### src/sv/rcs_pkg.sv
`default_nettype none
package rcs_pkg;

    localparam int CMD_W      = 2;
    localparam int VALUE_W    = 32;
    localparam int STATUS_W   = 2;
    localparam int FILL_W     = 5;
    localparam int S_TDATA_W  = 32;
    localparam int M_TDATA_W  = 40;
    localparam int M_PAD_W    = M_TDATA_W - VALUE_W - FILL_W;

    typedef logic [CMD_W-1:0]    t_cmd;
    typedef logic [STATUS_W-1:0] t_status;

    localparam t_cmd CMD_PUSH    = 2'd0;
    localparam t_cmd CMD_POP     = 2'd1;
    localparam t_cmd CMD_PEEK    = 2'd2;
    localparam t_cmd CMD_REVERSE = 2'd3;

    localparam t_status ST_OK    = 2'd0;
    localparam t_status ST_EMPTY = 2'd1;
    localparam t_status ST_FULL  = 2'd2;

    // controller to datapath
    typedef struct packed {
        logic load;   // latch the incoming transaction and read the top entry
        logic exec;   // carry out the command and load the result register
    } t_ctrl;

endpackage
`default_nettype wire

### src/sv/reversible_circular_stack_core.sv
// A taken command is latched in the input register while the top entry is read; it then
// executes, updating the pointers and loading the result register offered on the master
// side. No new command is taken until it executes, held back only while a result waits.
// Reset: synchronous, active low; clears pointers, fill count, direction and valids.
// The entry store is not cleared and needs no clearing pass.
`default_nettype none
module reversible_circular_stack_core #(
    parameter int DEPTH     = 16,
    parameter int WORD_BITS = 32
) (
    input  wire logic                             i_clk,
    input  wire logic                             i_rst_n,
    input  wire logic                             i_s_tvalid,
    output logic                                  o_s_tready,
    input  wire logic [rcs_pkg::S_TDATA_W-1:0]    i_s_tdata,  // push_value
    input  wire logic [rcs_pkg::CMD_W-1:0]        i_s_tuser,  // cmd
    output logic                                  o_m_tvalid,
    input  wire logic                             i_m_tready,
    output logic      [rcs_pkg::M_TDATA_W-1:0]    o_m_tdata,  // value, fill_count, pad
    output logic      [rcs_pkg::STATUS_W-1:0]     o_m_tuser   // status
);

    rcs_pkg::t_ctrl                 ctrl;
    logic [rcs_pkg::VALUE_W-1:0]    value;
    rcs_pkg::t_status               status;
    logic [rcs_pkg::FILL_W-1:0]     fill_count;

    rcs_ctrl u_ctrl (
        .i_clk      (i_clk),
        .i_rst_n    (i_rst_n),
        .i_s_tvalid (i_s_tvalid),
        .o_s_tready (o_s_tready),
        .o_m_tvalid (o_m_tvalid),
        .i_m_tready (i_m_tready),
        .o_ctrl     (ctrl)
    );

    rcs_datapath #(
        .DEPTH     (DEPTH),
        .WORD_BITS (WORD_BITS)
    ) u_dp (
        .i_clk        (i_clk),
        .i_rst_n      (i_rst_n),
        .i_ctrl       (ctrl),
        .i_cmd        (i_s_tuser),
        .i_push_value (i_s_tdata),
        .o_value      (value),
        .o_status     (status),
        .o_fill_count (fill_count)
    );

    assign o_m_tdata = {{rcs_pkg::M_PAD_W{1'b0}}, fill_count, value};
    assign o_m_tuser = status;

endmodule
`default_nettype wire

### src/sv/rcs_ram.sv
`default_nettype none
module rcs_ram #(
    parameter int WIDTH = 32,
    parameter int DEPTH = 16
) (
    input  wire logic                     i_clk,
    input  wire logic                     i_we,
    input  wire logic [$clog2(DEPTH)-1:0] i_waddr,
    input  wire logic [WIDTH-1:0]         i_wdata,
    input  wire logic                     i_re,
    input  wire logic [$clog2(DEPTH)-1:0] i_raddr,
    output logic      [WIDTH-1:0]         o_rdata
);

    logic [WIDTH-1:0] r_mem [DEPTH];
    logic [WIDTH-1:0] r_rdata;

    always_ff @(posedge i_clk) begin
        if (i_we) begin
            r_mem[i_waddr] <= i_wdata;
        end
        if (i_re) begin
            r_rdata <= r_mem[i_raddr];
        end
    end

    assign o_rdata = r_rdata;

endmodule
`default_nettype wire

### src/sv/rcs_ctrl.sv
`default_nettype none
module rcs_ctrl (
    input  wire logic          i_clk,
    input  wire logic          i_rst_n,
    input  wire logic          i_s_tvalid,
    output logic               o_s_tready,
    output logic               o_m_tvalid,
    input  wire logic          i_m_tready,
    output rcs_pkg::t_ctrl     o_ctrl
);

    localparam logic [0:0] S_IDLE = 1'b0;
    localparam logic [0:0] S_EXEC = 1'b1;

    logic [0:0] r_state, n_state;
    logic       r_out_valid, n_out_valid;
    logic       out_free;

    assign out_free = !r_out_valid || i_m_tready;

    always_comb begin
        n_state     = r_state;
        o_ctrl      = '0;
        o_s_tready  = 1'b0;
        case (r_state)
            S_IDLE: begin
                o_s_tready  = 1'b1;
                if (i_s_tvalid) begin
                    o_ctrl.load = 1'b1;
                    n_state     = S_EXEC;
                end
            end
            S_EXEC: begin
                if (out_free) begin
                    o_ctrl.exec = 1'b1;
                    n_state     = S_IDLE;
                end
            end
            default: begin
                n_state = S_IDLE;
            end
        endcase
    end

    always_comb begin
        if (o_ctrl.exec) begin
            n_out_valid = 1'b1;
        end else if (i_m_tready) begin
            n_out_valid = 1'b0;
        end else begin
            n_out_valid = r_out_valid;
        end
    end

    always_ff @(posedge i_clk) begin
        if (!i_rst_n) begin
            r_state     <= S_IDLE;
            r_out_valid <= 1'b0;
        end else begin
            r_state     <= n_state;
            r_out_valid <= n_out_valid;
        end
    end

    assign o_m_tvalid = r_out_valid;

endmodule
`default_nettype wire

### src/sv/rcs_datapath.sv
`default_nettype none
module rcs_datapath #(
    parameter int DEPTH     = 16,
    parameter int WORD_BITS = 32
) (
    input  wire logic                           i_clk,
    input  wire logic                           i_rst_n,
    input  wire rcs_pkg::t_ctrl                 i_ctrl,
    input  wire rcs_pkg::t_cmd                  i_cmd,
    input  wire logic [rcs_pkg::VALUE_W-1:0]    i_push_value,
    output logic      [rcs_pkg::VALUE_W-1:0]    o_value,
    output rcs_pkg::t_status                    o_status,
    output logic      [rcs_pkg::FILL_W-1:0]     o_fill_count
);

    localparam int PTR_W = $clog2(DEPTH);
    localparam int CNT_W = $clog2(DEPTH + 1);
    localparam logic [PTR_W-1:0] PTR_LAST = PTR_W'(DEPTH - 1);
    localparam logic [CNT_W-1:0] CNT_FULL = CNT_W'(DEPTH);

    rcs_pkg::t_cmd                 r_cmd;
    logic [rcs_pkg::VALUE_W-1:0]   r_push;
    logic [PTR_W-1:0]              r_top, n_top;
    logic [PTR_W-1:0]              r_bot, n_bot;
    logic                          r_rev, n_rev;
    logic [CNT_W-1:0]              r_count, n_count;
    logic [rcs_pkg::VALUE_W-1:0]   r_value, n_value;
    rcs_pkg::t_status              r_status, n_status;
    logic [rcs_pkg::FILL_W-1:0]    r_fill;

    logic [PTR_W-1:0]              top_up, top_dn;
    logic                          empty, full, we;
    logic [WORD_BITS-1:0]          rd_data, wr_data;
    logic [WORD_BITS+rcs_pkg::VALUE_W-1:0]  wr_ext, rd_ext;
    logic [CNT_W+rcs_pkg::FILL_W-1:0]       cnt_ext;

    assign empty  = (r_count == '0);
    assign full   = (r_count == CNT_FULL);
    assign top_up = (r_top == PTR_LAST) ? '0 : r_top + 1'b1;
    assign top_dn = (r_top == '0) ? PTR_LAST : r_top - 1'b1;

    assign wr_ext  = {{WORD_BITS{1'b0}}, r_push};
    assign wr_data = wr_ext[WORD_BITS-1:0];
    assign rd_ext  = {{rcs_pkg::VALUE_W{1'b0}}, rd_data};
    assign cnt_ext = {{rcs_pkg::FILL_W{1'b0}}, n_count};

    always_comb begin
        n_top    = r_top;
        n_bot    = r_bot;
        n_rev    = r_rev;
        n_count  = r_count;
        n_value  = '0;
        n_status = rcs_pkg::ST_OK;
        we       = 1'b0;
        case (r_cmd)
            rcs_pkg::CMD_PUSH: begin
                if (full) begin
                    n_status = rcs_pkg::ST_FULL;
                end else begin
                    n_top   = r_rev ? top_dn : top_up;
                    n_count = r_count + 1'b1;
                    we      = i_ctrl.exec;
                end
            end
            rcs_pkg::CMD_POP: begin
                if (empty) begin
                    n_status = rcs_pkg::ST_EMPTY;
                end else begin
                    n_value = rd_ext[rcs_pkg::VALUE_W-1:0];
                    n_top   = r_rev ? top_up : top_dn;
                    n_count = r_count - 1'b1;
                end
            end
            rcs_pkg::CMD_PEEK: begin
                if (empty) begin
                    n_status = rcs_pkg::ST_EMPTY;
                end else begin
                    n_value = rd_ext[rcs_pkg::VALUE_W-1:0];
                end
            end
            default: begin
                n_top = r_bot;
                n_bot = r_top;
                n_rev = !r_rev;
            end
        endcase
    end

    // entry store; read of the top entry is issued as the transaction is taken
    rcs_ram #(
        .WIDTH (WORD_BITS),
        .DEPTH (DEPTH)
    ) u_ram (
        .i_clk   (i_clk),
        .i_we    (we),
        .i_waddr (n_top),
        .i_wdata (wr_data),
        .i_re    (i_ctrl.load),
        .i_raddr (r_top),
        .o_rdata (rd_data)
    );

    always_ff @(posedge i_clk) begin
        if (!i_rst_n) begin
            r_top   <= PTR_LAST;
            r_bot   <= '0;
            r_rev   <= 1'b0;
            r_count <= '0;
        end else if (i_ctrl.exec) begin
            r_top   <= n_top;
            r_bot   <= n_bot;
            r_rev   <= n_rev;
            r_count <= n_count;
        end
    end

    always_ff @(posedge i_clk) begin
        if (i_ctrl.load) begin
            r_cmd  <= i_cmd;
            r_push <= i_push_value;
        end
        if (i_ctrl.exec) begin
            r_value  <= n_value;
            r_status <= n_status;
            r_fill   <= cnt_ext[rcs_pkg::FILL_W-1:0];
        end
    end

    assign o_value      = r_value;
    assign o_status     = r_status;
    assign o_fill_count = r_fill;

endmodule
`default_nettype wire

### config.mk
export PLATFORM = sky130hd
export DESIGN_NAME = reversible_circular_stack_core
export DESIGN_NICKNAME = d
export VERILOG_FILES = /design/src/sv/rcs_pkg.sv /design/src/sv/reversible_circular_stack_core.sv /design/src/sv/rcs_ram.sv /design/src/sv/rcs_ctrl.sv /design/src/sv/rcs_datapath.sv
export SDC_FILE = /design/constraint.sdc
export NUM_CORES = 1
export LEC_CHECK = 0
export BUFFER_PORTS_ARGS = -buffer_cell sky130_fd_sc_hd__buf_2
export CORE_ASPECT_RATIO = 0.75
export CORE_MARGIN = 1
export CORE_UTILIZATION = 55
export CTS_CLUSTER_DIAMETER = 150
export DETAILED_ROUTE_END_ITERATION = 8
export HOLD_SLACK_MARGIN = 0.1
export PLACE_DENSITY = 0.72
export SLEW_MARGIN = 20
export SYNTH_ARGS = -nofsm -noshare
export SYNTH_HDL_FRONTEND = slang
export SYNTH_SLANG_ARGS = --single-unit
### constraint.sdc
create_clock -name i_clk -period 5.25 [get_ports i_clk]
set_clock_uncertainty 0.05 [all_clocks]
set_input_delay 1.3125 -clock i_clk [delete_from_list [all_inputs] [get_ports i_clk]]
set_output_delay 1.3125 -clock i_clk [all_outputs]
set_load 0.01 [all_outputs]
==> flow_summary.json <==
{
  "critPathMaxFanout": 67,
  "slowest_delay_ps": 1010,
  "rsz0062_at_grt": "no",
  "status": "finished, final reports clean",
  "drive_gt1_frac": 0.309,
  "cpLargestDelayFamily": "simple AND/OR/NAND/NOR gates",
  "h-tree-depth": 2,
  "grt_pass1_vias": 11286,
  "syn-cell-area_um2": 24100,
  "pre_cts_slack_ps": 1220,
  "synth_ff_type": "edfxtp_1",
  "r2r-start": "u_dp.r_top[1]",
  "yosysWarnings": 0,
  "grt_max_degree": 71,
  "crit_start": "u_dp.r_top[1]",
  "fmax_mhz": 246,
  "seq_power_share": 0.555,
  "crit_slowest_cell": "nor2b_4",
  "numCtsBuffers": 56,
  "synth_seq_cells": 633,
  "viasPerCell": 6.22,
  "nets": 1216,
  "drt_iter0_markers": 1189,
  "layout_setup_ws_ps": 1190,
  "firstDrtPassIters": 5,
  "clock_sinks": 633,
  "synth_edf_count": 617,
  "clk_pin_slew_ps": 70,
  "drv_cap": 0,
  "synthArstFlopShare": 0,
  "finalMaxSlewViolations": 0,
  "hp-class": "register to register",
  "path_cells": "nor4b_1, a2111oi_0, a211oi_1, o221ai_2, nand4b_1, nor2b_4",
  "cts_setup_buffers": 0,
  "num_io_pins": 82,
  "postPlaceCellArea_um2": 25300,
  "postCtsResizedCells": 0,
  "cts.hold.buffers_added": 0,
  "cp.arrival_ps": 4210,
  "dieWidth_um": 244,
  "row_count": 65,
  "clock_latency_ps": 590,
  "hpwl_mm": 28.1,
  "crit_type": "register to register",
  "area_growth_pct": 12.6,
  "wl_mm": 48.9,
  "vias": 11098,
  "place.gp.congestion": 0.836,
  "ys_types": 58,
  "grt_pass1_wl_mm": 73.2,
  "yosysMostFrequentCell": "edfxtp_1",
  "clkPwrFrac": 0.379,
  "seq_area_frac_synth": 0.783,
  "synth_top_area_frac": 0.769,
  "tns_ps": 0,
  "ctsLongestPathBuffers": 3,
  "switchingPower_uw": 2230,
  "syn-instance-count": 1060,
  "n_antenna_cell": 0,
  "drc": 0,
  "cp-end-kind": "register",
  "yosysTopAreaCell": "edfxtp_1",
  "wl_per_cell_um": 27.4,
  "min_period_ps": 4060,
  "root_buffer": "clkbuf_16",
  "p_leak_uw": 0.00888,
  "max-slew-margin-rel": 0.261,
  "start_util": 0.565,
  "power_density_nw_per_um2": 386,
  "final_area_um2": 27100,
  "grt.overflow.total": 0,
  "critPathLaunchType": "register",
  "coreArea_um2": 42600,
  "setup_viol_count_final": 0,
  "die_h_um": 183,
  "synth_area_per_cell_um2": 22.7,
  "cts_tree": "done",
  "switching_share": 0.213,
  "tightestPinTransition_ps": 1110,
  "die_area_um2": 44600,
  "antenna_found_initial": 0,
  "final_antenna_net_count": 0,
  "worst-path-buf-inv": 0,
  "hold_viol": 0,
  "p_comb_frac": 0.066,
  "synth_common_cells": "edfxtp_1, mux4_2, and3_1, clkbuf_1, nor2_1",
  "ir_drop_mv": 0.304,
  "fin_crit_sh": 0.774,
  "port_buffers": 78,
  "hold_start": "u_dp.r_bot[3]",
  "hold_ws_ps": 413,
  "synthTopCellsByArea": "edfxtp_1, mux4_2, dfxtp_1",
  "grtUsageTotal": 0.225,
  "p_int_uw": 8240,
  "required_ps": 5390
}
==> cells in the final DEF, fill, tap and decap left out, types with 11 or more instances in the layout <==
| cell type | instances |
|---|---|
| inv_1 | 13 |
| nand2_1 | 20 |
| clkbuf_16 | 57 |
| edfxtp_1 | 617 |
| nor2_1 | 15 |
| clkbuf_1 | 16 |
| buf_4 | 18 |
| buf_2 | 78 |
| clkinv_1 | 11 |
| mux4_2 | 160 |
| clkinv_2 | 11 |
| and3_1 | 37 |
| dfxtp_1 | 13 |
==> flip-flops by register name (all words and copies together) (netlist names) <==
signal,cells
u_dp.o_fill_count,5
u_dp.r_cmd,2
u_dp.r_bot,4
u_dp.r_count,5
u_ctrl.r_state,1
u_dp.o_status,2
u_ctrl.o_m_tvalid,1
u_dp.o_value,32
u_dp.u_ram.r_mem,512
u_dp.u_ram.o_rdata,32
u_dp.r_top,4
u_dp.r_push,32
u_dp.r_rev,1
==> worst min-delay path, cell delays in order (launching register included) <==
cell and delay [ps]:
dfxtp_1 300, nand2_1 40, a21boi_0 70
==> logic make-up (layout without fill, tap and decap cells) <==
| family | after synthesis | after routing | share of synthesized area |
|---|---|---|---|
| other cells | 1 | 3 | 0.000156 |
| flops | 633 | 633 | 0.783 |
| fa+ha+maj | 9 | 9 | 0.00468 |
| compound gates | 53 | 53 | 0.0172 |
| mux | 162 | 162 | 0.151 |
| simple gates | 125 | 125 | 0.0295 |
| xor+xnor | 6 | 6 | 0.00218 |
| buf+inv | 71 | 223 | 0.0130 |
==> stage by stage <==
| step | utilization | power, µW | cells |
|---|---|---|---|
| 6_report | 0.636 | 10500 | 1783 |
| 5_1_grt | 0.636 | 10800 | 1783 |
| 4_1_cts | 0.636 | 10500 | 1782 |
| 3_5_place_dp | 0.595 | 6610 | 1679 |
| 3_3_place_gp | 0.595 | 6600 | 1679 |
| 2_1_floorplan | - | 6360 | 1062 |
==> layout make-up <==
type,instances,area [µm²]
fillers,2813,15500
multi-input cells,358,5030
repair buffers,105,706
clock buffers,73,1490
clock inverters,30,270
inverters,15,56.3
well taps,569,712
flip-flops and latches,633,18900
==> power by group through the flow <==
stage	combinational [µW]	sequential, µW	clock [µW]
2_1_floorplan	509	5850	0
3_3_place_gp	684	5910	0
3_5_place_dp	690	5920	0
4_1_cts	697	5810	4040
5_1_grt	738	5830	4230
6_report	689	5810	3970
==> final timing paths <==
path                               to  slack [ps]  cells after the start
max          u_dp.u_ram.r_mem[15][14]        1190                      6
min                     u_dp.r_bot[3]         410                      2
max reg2reg  u_dp.u_ram.r_mem[15][14]        1190                      6
min reg2reg             u_dp.r_bot[3]         410                      2
==> per-layer routing <==
metal | global-route usage | up-vias | wire [µm]
met2 | 0.352 | 441 | 23300
met1 | 0.333 | 5903 | 21000
met4 | 0.0538 | 0 | 956
li1 | - | 4688 | -
met5 | 0 | - | 0
met3 | 0.0451 | 66 | 3570
Power figures use the tool's default switching activity.
